$ cat src/design/mnsp_pkg.sv
// Shared types and constants for the MIDI note solenoid pulser.
package mnsp_pkg;

  localparam int CHANNELS_DEFAULT = 8;
  localparam int CNT_W = 7;
  localparam int MASK_W = 8;
  localparam int NOTE_W = 7;
  localparam int VEL_W = 7;
  localparam int STATUS_W = 8;
  localparam int NOTE_RANGE = 2 ** NOTE_W;
  localparam int VEL_RANGE = 2 ** VEL_W;

  localparam logic [STATUS_W-1:0] MSG_TYPE_MASK = 8'hF0;
  localparam logic [STATUS_W-1:0] MSG_NOTE_ON = 8'h90;
  localparam logic [CNT_W-1:0] LED_PULSE_RESET = 7'd100;

  // Longest pulse is 1 + 99 ticks; velocity is scaled onto that range.
  localparam int PULSE_SCALE = 99;
  localparam int VEL_FULL = 127;

  typedef enum logic {
    REQ_MIDI = 1'b0,
    REQ_TICK = 1'b1
  } req_type_t;

endpackage

$ cat src/design/midi_note_solenoid_pulser.sv
// Top level of the MIDI note solenoid pulser: channel countdowns, LED timer and output skid.
//
// Usage: each input transaction on the s_axis group is either a MIDI message
// (tuser low) or a one-millisecond tick (tuser high). A Note On with nonzero
// velocity starts or retriggers a pulse on channel note mod CHANNELS lasting
// 1 + velocity*99/127 ticks; any MIDI message reloads the LED timer with the
// value last written on the cfg port. Ticks count every running timer down.
// Every input transaction yields exactly one output transaction on m_axis
// carrying the solenoid mask, LED state and a pulse-start flag as they stand
// after that item.
// The result is registered: it goes to the output register, or to the skid
// register while the receiver stalls. Throughput is one item per cycle while the skid
// register is empty, set by the single pass from the timer registers to the output register.
// When the receiver stalls, one further result is held in a skid register;
// s_axis_tready drops only while that skid register is occupied.
// Reset clears all timers and the output side and sets the LED time to 100.
// The cfg port is written only while the block is idle; the user must keep to this, the block does not enforce it.
module midi_note_solenoid_pulser #(
  parameter int CHANNELS = mnsp_pkg::CHANNELS_DEFAULT
) (
  input  logic        clk,
  input  logic        rst,
  input  logic        s_axis_tvalid,
  output logic        s_axis_tready,
  input  logic [23:0] s_axis_tdata,   // status_byte[7:0], note[14:8], velocity[21:15], zeros
  input  logic        s_axis_tuser,   // req_type
  output logic        m_axis_tvalid,
  input  logic        m_axis_tready,
  output logic [15:0] m_axis_tdata,   // solenoid_mask[7:0], led_on[8], pulse_started[9], zeros
  input  logic        cfg_wr_en,
  input  logic [6:0]  cfg_wr_data     // led_pulse_ms
);

  localparam int CH_W = (CHANNELS > 1) ? $clog2(CHANNELS) : 1;
  localparam int RES_W = mnsp_pkg::MASK_W + 2;

  logic [mnsp_pkg::STATUS_W-1:0] status_byte;
  logic [mnsp_pkg::NOTE_W-1:0]   note;
  logic [mnsp_pkg::VEL_W-1:0]    velocity;
  mnsp_pkg::req_type_t           req_type;

  assign status_byte = s_axis_tdata[7:0];
  assign note        = s_axis_tdata[14:8];
  assign velocity    = s_axis_tdata[21:15];
  assign req_type    = mnsp_pkg::req_type_t'(s_axis_tuser);

  logic accept;
  logic is_midi;
  logic is_tick;
  logic start_pulse;

  assign accept      = s_axis_tvalid && s_axis_tready;
  assign is_midi     = accept && (req_type == mnsp_pkg::REQ_MIDI);
  assign is_tick     = accept && (req_type == mnsp_pkg::REQ_TICK);
  assign start_pulse = is_midi
                       && ((status_byte & mnsp_pkg::MSG_TYPE_MASK) == mnsp_pkg::MSG_NOTE_ON)
                       && (velocity != '0);

  // Constant lookup tables, filled at elaboration: note to channel, velocity to length.
  logic [CH_W-1:0]            chan_of_note [mnsp_pkg::NOTE_RANGE];
  logic [mnsp_pkg::CNT_W-1:0] ticks_of_vel [mnsp_pkg::VEL_RANGE];

  for (genvar n = 0; n < mnsp_pkg::NOTE_RANGE; n++) begin : g_note_tbl
    localparam int CH_OF_N = n % CHANNELS;
    assign chan_of_note[n] = CH_W'(CH_OF_N);
  end

  for (genvar v = 0; v < mnsp_pkg::VEL_RANGE; v++) begin : g_vel_tbl
    localparam int TICKS_OF_V = 1 + (v * mnsp_pkg::PULSE_SCALE) / mnsp_pkg::VEL_FULL;
    assign ticks_of_vel[v] = mnsp_pkg::CNT_W'(TICKS_OF_V);
  end

  logic [CH_W-1:0]            sel_chan;
  logic [mnsp_pkg::CNT_W-1:0] pulse_len;

  assign sel_chan  = chan_of_note[note];
  assign pulse_len = ticks_of_vel[velocity];

  // LED on-time register.
  logic [mnsp_pkg::CNT_W-1:0] led_pulse_ms;

  always_ff @(posedge clk) begin
    if (rst) begin
      led_pulse_ms <= mnsp_pkg::LED_PULSE_RESET;
    end else if (cfg_wr_en) begin
      led_pulse_ms <= cfg_wr_data;
    end
  end

  logic [CHANNELS-1:0] chan_active_next;
  logic                led_active_next;

  for (genvar i = 0; i < CHANNELS; i++) begin : g_chan
    mnsp_countdown u_chan (
      .clk         (clk),
      .rst         (rst),
      .load        (start_pulse && (sel_chan == CH_W'(i))),
      .load_value  (pulse_len),
      .tick        (is_tick),
      .active_next (chan_active_next[i])
    );
  end

  mnsp_countdown u_led (
    .clk         (clk),
    .rst         (rst),
    .load        (is_midi),
    .load_value  (led_pulse_ms),
    .tick        (is_tick),
    .active_next (led_active_next)
  );

  // Only the first eight channels are visible in the mask.
  logic [mnsp_pkg::MASK_W-1:0] mask_next;

  for (genvar b = 0; b < mnsp_pkg::MASK_W; b++) begin : g_mask
    if (b < CHANNELS) begin : g_used
      assign mask_next[b] = chan_active_next[b];
    end else begin : g_unused
      assign mask_next[b] = 1'b0;
    end
  end

  logic [RES_W-1:0] result_next;
  assign result_next = {start_pulse, led_active_next, mask_next};

  // Output register plus one skid entry.
  logic             out_valid;
  logic [RES_W-1:0] out_data;
  logic             skid_valid;
  logic [RES_W-1:0] skid_data;

  always_ff @(posedge clk) begin
    if (rst) begin
      out_valid  <= 1'b0;
      skid_valid <= 1'b0;
    end else if (!out_valid || m_axis_tready) begin
      if (skid_valid) begin
        out_valid  <= 1'b1;
        skid_valid <= 1'b0;
      end else begin
        out_valid  <= accept;
      end
    end else if (accept) begin
      skid_valid <= 1'b1;
    end
  end

  always_ff @(posedge clk) begin
    if (!out_valid || m_axis_tready) begin
      if (skid_valid) begin
        out_data <= skid_data;
      end else begin
        out_data <= result_next;
      end
    end else if (accept) begin
      skid_data <= result_next;
    end
  end

  assign s_axis_tready = !skid_valid;
  assign m_axis_tvalid = out_valid;
  assign m_axis_tdata  = {{(16 - RES_W){1'b0}}, out_data};

endmodule

$ cat src/design/mnsp_countdown.sv
// One millisecond countdown with load and tick, reporting activity after the update.
module mnsp_countdown (
  input  logic                      clk,
  input  logic                      rst,
  input  logic                      load,
  input  logic [mnsp_pkg::CNT_W-1:0] load_value,
  input  logic                      tick,
  output logic                      active_next
);

  logic [mnsp_pkg::CNT_W-1:0] count;
  logic [mnsp_pkg::CNT_W-1:0] count_next;

  always_comb begin
    count_next = count;
    if (load) begin
      count_next = load_value;
    end else if (tick && (count != '0)) begin
      count_next = count - mnsp_pkg::CNT_W'(1);
    end
  end

  assign active_next = (count_next != '0);

  always_ff @(posedge clk) begin
    if (rst) begin
      count <= '0;
    end else begin
      count <= count_next;
    end
  end

endmodule

$ cat config.mk
export PLATFORM = sky130hd
export DESIGN_NAME = midi_note_solenoid_pulser
export DESIGN_NICKNAME = d
export VERILOG_FILES = /design/src/design/mnsp_pkg.sv /design/src/design/midi_note_solenoid_pulser.sv /design/src/design/mnsp_countdown.sv
export SDC_FILE = /design/constraint.sdc
export NUM_CORES = 1
export LEC_CHECK = 0
export BUFFER_PORTS_ARGS = -buffer_cell sky130_fd_sc_hd__buf_2
export CAP_MARGIN = 20
export CORE_ASPECT_RATIO = 2
export CORE_MARGIN = 1
export CORE_UTILIZATION = 41
export CTS_BUF_LIST = sky130_fd_sc_hd__clkbuf_16
export CTS_CLUSTER_SIZE = 8
export DETAILED_ROUTE_END_ITERATION = 8
export SKIP_LAST_GASP = 1
export SYNTH_ARGS = -nofsm -noshare
export SYNTH_HDL_FRONTEND = slang
export SYNTH_SLANG_ARGS = --single-unit
$ cat constraint.sdc
create_clock -name clk -period 3.5 [get_ports clk]
set_input_delay 0.35 -clock clk [delete_from_list [all_inputs] [get_ports clk]]
set_output_delay 0.35 -clock clk [all_outputs]
set_load 0.02 [all_outputs]
==> flow_metrics.env, run 1 <==
export IMPL_status="completed"
export IMPL_rsz0062_at_grt="no"
export IMPL_clock_path_buffers=2
export IMPL_path_delay_family="simple AND/OR/NAND/NOR gates"
export IMPL_layout_drive_gt1_share_pct=14.0
export IMPL_yosysSeqAreaShare_pct=32.8
export IMPL_cts_root_buffer="clkbuf_16"
export IMPL_power_uw=5600
export IMPL_required_ns=3.60
export IMPL_critPathMaxStageDelay_ns=0.45
export IMPL_drc=0
export IMPL_fin_skew_ns=0.00635
export IMPL_tns_ns=0
export IMPL_cts_sinks=92
export IMPL_synth_enable_flop_cells=20
export IMPL_leakage_uw=0.00263
export IMPL_worst_path_max_delay_cell="a31oi_1"
export IMPL_critPathMaxFanout=10
export IMPL_setup_ws_ns=0.522
export IMPL_gp_congestion=0.884
export IMPL_postCtsHoldBufs=0
export IMPL_netlist_instances=751
export IMPL_fillers=1531
export IMPL_cts_resized_gates=0
export IMPL_die_w_um=89.1
export IMPL_synth_area_leaders="dfxtp_1 (23%), edfxtp_1 (9.6%), a211oi_1 (5.7%)"
export IMPL_ios=55
export IMPL_path_cells="buf_4 > nand3b_1 > buf_4 > a31oi_1 > nand3b_1 > xnor2_1 > nor4_1 > a41o_1 > nand4_1 > mux2_2"
export IMPL_core_sq_um=14800
export IMPL_place_ws_ns=0.179
export IMPL_placementRows=63
export IMPL_ys_seq_elements=92
export IMPL_routed_wl_um=16900
export IMPL_grt_pass1_vias=5557
export IMPL_startpoint_type="flop"
export IMPL_grt_start_max_net_pins=53
export IMPL_track_usage_pct=22.3
export IMPL_synth_async_reset_ratio_pct=0
export IMPL_clk_latency_ns=0.35
export IMPL_dp_cells=965
export IMPL_dieArea_sq_um=15700
export IMPL_avgViaCountPerCell=5.80
export IMPL_crit_path_end_kind="flop"
export IMPL_highest_layer="met4"
export IMPL_hp_class="input pin to flop"
export IMPL_critPathBufInv=2
export IMPL_max_slew_margin_pct=30.0
export IMPL_met1_length_um=6380
export IMPL_via_count=5691
export IMPL_cts_setup_buffers=0
export IMPL_ant_nets=0
export IMPL_area_growth_pct=11.3
export IMPL_grt_remaining_overflow=0
export IMPL_place_hpwl_um=12700
export IMPL_nets=844
export IMPL_cts_tree="built"
export IMPL_cts_htree_levels=3
export IMPL_synth_warnings=0
export IMPL_detail_route_wl_per_cell_um=17.2
export IMPL_num_antenna_cells=0
export IMPL_clk_pin_slew_ns=0.07
export IMPL_min_period_ns=2.98
export IMPL_max_cap_viol_count=0
export IMPL_io_buffer_count=38
export IMPL_critPathKind="flop to flop"
export IMPL_netlist_area_sq_um=6230
export IMPL_synth_ff_type="dfxtp_1"
export IMPL_multi_input_area_sq_um=3810
export IMPL_cts_inserted_buffers=9
export IMPL_register_area_sq_um=2040
export IMPL_critical_path_arrival_ns=3.08
export IMPL_wl_met2_um=9150
export IMPL_ys_types=75
export IMPL_tightest_slew_ns=1.05
export IMPL_firstDrtPassIters=5
export IMPL_slew_violations=0
export IMPL_start_util_pct=42.0
export IMPL_wl_met3_um=480
export IMPL_clock_fmax_mhz=336
export IMPL_drtIter0Drc=287
export IMPL_grt_pass1_wl_um=26700
export IMPL_vdd_drop_max_mv=0.295
export IMPL_yosys_area_top_type_share_pct=23.2
export IMPL_powerDensity_nw_per_um2=808
export IMPL_layout_cells_non_filler=981
export IMPL_yosysTopAreaCell="dfxtp_1"
export IMPL_period_share_pct=85.1
export IMPL_syn_mean_instance_area_sq_um=8.29
export IMPL_antenna_found_initial=0
export IMPL_setup_viol=0
export IMPL_die_h_um=176
export IMPL_hold_viol=0
layout make-up:
class | instances | area share (%)
sequential | 92 | 29.5
clock buffer | 9 | 3.25
timing repair buffer | 67 | 6.07
tap | 195 | 3.52
inverter | 35 | 1.90
multi-input combinational | 576 | 55.0
clock inverter | 7 | 0.758
Yosys cell counts, drive strengths merged (20+ instances only):
cell type,number
a211oi,47
a21oi,44
buf,21
clkbuf,32
dfxtp,72
edfxtp,20
ha,26
inv,35
nand2,41
nand3,24
nor2,90
nor2b,22
nor3,31
xnor2,31
layer usage:
layer / vias up / GRT usage (%)
met2: 132 / 41.6
met3: 50 / 2.29
met4: 0 / 13.8
met1: 2722 / 22.7
met5: - / 0
li1: 2787 / -
placed cells by master (no fill, tap or decap), drive strengths merged, types with 17 or more instances in the layout:
cell	synthesis	layout
nand3	24	24
inv	35	36
nor2b	22	22
a211oi	47	47
edfxtp	20	20
nand2	41	41
buf	21	67
a21oi	44	44
mux2i	18	18
ha	26	26
dfxtp	72	72
nor2	90	90
o21ai	17	17
xnor2	31	31
nor3	31	31
report_power, final:
group          leakage, uW  switching [uW]  internal, uW
Clock             0.000136             431           485
Sequential        0.000779             248          1530
Combinational      0.00172            1570          1340
Total              0.00263            2250          3360
state kept, by name (all words and copies together) (netlist names):
name                 cells
g_chan.u_chan.count     56
out_data                10
skid_data               10
led_pulse_ms             7
u_led.count              7
m_axis_tvalid            1
skid_valid               1
stage by stage:
stage,utilization [%],hold slack [ns],cell area [sq um]
global route,46.8,0.206,6930
CTS,46.8,0.205,6930
detailed placement,44.9,0.495,6650
finish,46.8,0.209,6930
global placement,44.9,0.478,6650
floorplan,-,0.444,6240
kinds of logic after synthesis:
kind of cell    after synthesis  share of synthesized area, %
compound gates              177                          19.9
xor+xnor                     38                          5.35
fa+ha+maj                    26                          5.23
buf+inv                      88                          6.23
flops                        92                          32.8
mux                          33                          6.03
other cells                   1                        0.0602
simple gates                296                          24.4
worst paths after layout:
kind                        start               to  slack, ns  cells past startpoint
setup / recovery       skid_valid      out_data[4]       0.52                     10
hold / removal     cfg_wr_data[6]  led_pulse_ms[6]       0.21                      2
setup reg to reg       skid_valid      out_data[4]       0.52                     10
hold reg to reg   led_pulse_ms[1]   u_led.count[1]       0.49                      2
No activity file was read; power rests on OpenSTA's default activity.
==> run 2: changes to the inputs <==
- CORE_UTILIZATION: 41 -> 30
==> flow_metrics.env, run 2 (synthesis gave the netlist of run 1 again) <==
export IMPL_grt_pass1_wl_um=27900
export IMPL_place_hpwl_um=13400
export IMPL_ios=55
export IMPL_max_cap_viol_count=0
export IMPL_drc=0
export IMPL_largest_register="g_chan.u_chan.count"
export IMPL_hold_start="cfg_wr_data[6]"
export IMPL_final_common_cell="nor2_1"
export IMPL_die_w_um=104
export IMPL_routed_wl_um=17400
export IMPL_cts_setup_buffers=0
export IMPL_avgViaCountPerCell=5.30
export IMPL_clock_path_buffers=2
export IMPL_nets=858
export IMPL_period_share_pct=86.7
export IMPL_rsz0062_at_grt="no"
export IMPL_grt_remaining_overflow=0
export IMPL_cts_sinks=92
export IMPL_clock_fmax_mhz=329
export IMPL_via_count=5653
export IMPL_grt_pass1_vias=5673
export IMPL_area_growth_pct=15.2
export IMPL_fillers=2178
export IMPL_tns_ns=0
export IMPL_dieArea_sq_um=21400
export IMPL_timing_hold_ws_ns=0.211
export IMPL_fin_skew_ns=0.00804
export IMPL_critPathKind="input pin to flop"
export IMPL_largest_reg_flops=56
export IMPL_placementRows=74
export IMPL_gp_congestion=0.850
export IMPL_crit_path_end_kind="flop"
export IMPL_whs_path_depth=2
export IMPL_firstDrtPassIters=4
export IMPL_detail_route_wl_per_cell_um=16.3
export IMPL_multi_input_area_sq_um=3810
export IMPL_min_period_ns=3.03
export IMPL_hp_class="input pin to flop"
export IMPL_clk_latency_ns=0.35
export IMPL_layout_cells_non_filler=1067
export IMPL_postCtsHoldBufs=0
export IMPL_power_uw=5880
export IMPL_critPathMaxFanout=12
export IMPL_status="completed"
export IMPL_setup_viol=0
export IMPL_critPathLaunch="s_axis_tdata[15]"
export IMPL_reg2reg_from="skid_valid"
export IMPL_hold_viol=0
export IMPL_cts_tree="built"
export IMPL_reg_top3="g_chan.u_chan.count (56), out_data (10), skid_data (10)"
export IMPL_place_ws_ns=0.0965
export IMPL_antenna_found_initial=1
export IMPL_layout_drive_gt1_share_pct=15.4
export IMPL_grt_start_max_net_pins=41
export IMPL_register_area_sq_um=2040
export IMPL_powerDensity_nw_per_um2=820
export IMPL_required_ns=3.60
export IMPL_dp_cells=1050
export IMPL_io_buffer_count=38
export IMPL_track_usage_pct=16.7
export IMPL_setup_ws_ns=0.465
export IMPL_drtIter0Drc=259
export IMPL_startpoint_type="input pin"
export IMPL_clk_pin_slew_ns=0.07
export IMPL_cts_resized_gates=0
export IMPL_cts_inserted_buffers=9
export IMPL_critical_path_arrival_ns=3.13
export IMPL_start_util_pct=30.6
export IMPL_leakage_uw=0.00272
export IMPL_core_sq_um=20400
export IMPL_vdd_drop_max_mv=0.356
export IMPL_rr_worst_depth=8
export IMPL_ant_nets=0
export IMPL_cts_htree_levels=3
export IMPL_cts_root_buffer="clkbuf_16"
export IMPL_tightest_slew_ns=0.782
export IMPL_die_h_um=206
export IMPL_max_slew_margin_pct=47.9
export IMPL_final_cell_mix="nor2_1 (90), dfxtp_1 (72), a211oi_1 (47)"
export IMPL_slew_violations=0
-- run 2: changes by cell type in the layout (fill, tap and decap cells not counted) --
cell	delta
diode_2	+1
bufinv_16	+2
buf_4	+14
clkinv_4	-2
clkinv_1	+1
clkinv_2	-2
inv_6	+1
-- run 2: path summary, 6_finish.rpt --
check | slack [ns] | endpoint
max | 0.47 | out_data[3]
max reg2reg | 0.58 | out_data[4]
min reg2reg | 0.50 | u_led.count[1]
min | 0.21 | led_pulse_ms[6]
-- run 2: stage by stage --
stage	utilization, %	area (sq um)
2_1_floorplan	-	6240
4_1_cts	35.2	7170
6_report	35.2	7170
5_1_grt	35.2	7170
3_3_place_gp	33.6	6850
3_5_place_dp	33.6	6850
-- run 2: report_power, final --
| group | internal (uW) | leakage (uW) | switching [uW] | total (uW) |
|---|---|---|---|---|
| Sequential | 1530 | 0.000779 | 243 | 1770 |
| Combinational | 1370 | 0.00178 | 1670 | 3040 |
| Clock | 630 | 0.000154 | 438 | 1070 |
| Total | 3530 | 0.00272 | 2350 | 5880 |
-- run 2: final cells by class --
| type | instances | share of cell area [%] |
|---|---|---|
| well taps | 266 | 4.64 |
| flip-flops and latches | 92 | 28.5 |
| repair buffers | 81 | 7.33 |
| clock inverters | 7 | 1.36 |
| multi-input cells | 576 | 53.2 |
| inverters | 35 | 1.83 |
| clock buffers | 9 | 3.14 |
| diodes | 1 | 0.0349 |
-- run 2: routing by layer --
| layer | share of wire (%) | track usage (%) | up-vias | wire length [um] |
|---|---|---|---|---|
| li1 | - | - | 2796 | - |
| met1 | 36 | 14.9 | 2697 | 6200 |
| met2 | 58 | 34.8 | 116 | 10000 |
| met3 | 2.0 | 1.93 | 44 | 343 |
| met4 | 4.9 | 9.74 | 0 | 855 |
| met5 | 0 | 0 | - | 0 |
-- run 2: critical path, cell delays in order --
cell	delay [ns]
buf_2	0.17
inv_1	0.11
ha_1	0.37
mux2i_1	0.09
mux4_2	0.44
nor2b_1	0.15
or4_4	0.66
o31ai_1	0.29
nand3_1	0.19
mux2_2	0.31
==> run 3: changes to the inputs <==
- CORE_ASPECT_RATIO: 2 -> 0.9
- clock period: 3.5 -> 3.4 ns (I/O delays scaled with it)
==> flow_metrics.env, run 3 (synthesis gave the netlist of run 1 again) <==
export IMPL_cts_htree_levels=3
export IMPL_via_count=5516
export IMPL_postCtsHoldBufs=0
export IMPL_critPathMaxStageDelay_ns=0.51
export IMPL_required_ns=3.60
export IMPL_min_period_ns=2.95
export IMPL_intPower_uw=3600
export IMPL_worst_path_max_delay_cell="or3b_1"
export IMPL_tns_ns=0
export IMPL_place_ws_ns=0.151
export IMPL_largest_register="g_chan.u_chan.count"
export IMPL_placementRows=49
export IMPL_place_area_sq_um=6790
export IMPL_cts_inserted_buffers=9
export IMPL_firstDrtPassIters=5
export IMPL_leakage_uw=0.00269
export IMPL_core_sq_um=20200
export IMPL_rr_worst_depth=9
export IMPL_drc=0
export IMPL_routed_wl_um=15900
export IMPL_cts_sinks=92
export IMPL_ios=55
export IMPL_place_hpwl_um=11400
export IMPL_clk_pin_slew_ns=0.07
export IMPL_reg_top3="g_chan.u_chan.count (56), out_data (10), skid_data (10)"
export IMPL_cp_num_cells=9
export IMPL_fin_skew_ns=0.00606
export IMPL_clock_fmax_mhz=339
export IMPL_ant_nets=0
export IMPL_die_h_um=139
export IMPL_path_cells="or3b_1 > a311oi_4 > buf_4 > and2_1 > nor3b_2 > buf_4 > mux2_2 > and4_1 > a2bb2oi_1"
export IMPL_register_area_sq_um=2040
export IMPL_layout_drive_gt1_share_pct=14.5
export IMPL_pwr_share_clk_pct=17.9
export IMPL_cts_resized_gates=0
export IMPL_grt_pass1_wl_um=26000
export IMPL_drtIter0Drc=379
export IMPL_pwr_share_comb_pct=51.0
export IMPL_critPathBufInv=2
export IMPL_final_cell_mix="nor2_1 (90), dfxtp_1 (72), a211oi_1 (47)"
export IMPL_setup_ws_ns=0.453
export IMPL_cts_tree="built"
export IMPL_crit_path_end_kind="flop"
export IMPL_detail_route_wl_per_cell_um=15.1
export IMPL_max_cap_viol_count=0
export IMPL_io_buffer_count=38
export IMPL_slew_violations=0
export IMPL_rsz0062_at_grt="no"
export IMPL_path_delay_family="simple AND/OR/NAND/NOR gates"
export IMPL_final_util_pct=35.2
export IMPL_track_usage_pct=15.1
export IMPL_critPathKind="flop to flop"
export IMPL_cp_common_cell="buf_4"
export IMPL_critical_path_arrival_ns=3.15
export IMPL_max_slew_margin_pct=53.3
export IMPL_cts_root_buffer="clkbuf_16"
export IMPL_grt_start_max_net_pins=54
export IMPL_fillers=2063
export IMPL_num_antenna_cells=0
export IMPL_startpoint_type="flop"
export IMPL_whs_path_depth=2
export IMPL_setup_viol=0
export IMPL_multi_input_area_sq_um=3820
export IMPL_period_share_pct=86.7
export IMPL_seqPwrFrac_pct=31.1
export IMPL_grt_remaining_overflow=0
export IMPL_powerDensity_nw_per_um2=825
export IMPL_gp_congestion=0.849
export IMPL_hp_class="input pin to flop"
export IMPL_status="completed"
export IMPL_dieArea_sq_um=21300
export IMPL_sw_frac_of_total_pct=38.6
export IMPL_nets=852
export IMPL_start_util_pct=30.9
export IMPL_critPathMaxFanout=13
export IMPL_largest_reg_flops=56
export IMPL_regToRegSetupSlack_ns=0.45
export IMPL_hold_viol=0
export IMPL_area_growth_pct=14.0
export IMPL_final_area_sq_um=7100
export IMPL_antenna_found_initial=0
export IMPL_power_switching_uw=2260
export IMPL_clock_path_buffers=2
export IMPL_vdd_drop_max_mv=0.285
export IMPL_tightest_slew_ns=0.701
export IMPL_avgViaCountPerCell=5.26
export IMPL_die_w_um=154
export IMPL_cts_setup_buffers=0
export IMPL_clk_latency_ns=0.35
export IMPL_grt_pass1_vias=5047
export IMPL_final_common_cell="nor2_1"
[run 3: worst paths after layout]
kind	from	to
setup reg to reg	skid_valid	out_data[2]
hold reg to reg	led_pulse_ms[1]	u_led.count[1]
hold / removal	cfg_wr_data[6]	led_pulse_ms[6]
setup / recovery	skid_valid	out_data[2]
[run 3: stage by stage]
step / power [uW] / hold WS, ns / cells
2_1_floorplan: 4150 / 0.444 / 756
3_3_place_gp: 4790 / 0.469 / 1033
3_5_place_dp: 4820 / 0.471 / 1033
4_1_cts: 5890 / 0.189 / 1049
5_1_grt: 6360 / 0.184 / 1049
6_report: 5860 / 0.193 / 1049
[run 3: per-layer routing]
layer	vias up	routed length [um]	global-route usage, %
li1	2804	-	-
met1	2580	8160	22.2
met2	114	6740	22.1
met3	18	641	2.88
met4	0	323	4.63
met5	-	0	0
[run 3: layout make-up]
cell class / count / area share, %
Timing Repair Buffer: 75 / 6.77
Multi-Input combinational cell: 576 / 53.8
Clock buffer: 9 / 3.17
Sequential cell: 92 / 28.8
Inverter: 35 / 1.85
Tap cell: 255 / 4.49
Clock inverter: 7 / 1.16
[run 3: power by group through the flow]
stage	logic (uW)	registers (uW)	clock network [uW]
after detailed placement	2980	1840	0
after global routing	3360	1870	1120
after global placement	2950	1840	0
final	2990	1820	1050
after CTS	2990	1820	1080
after floorplan	2310	1840	0
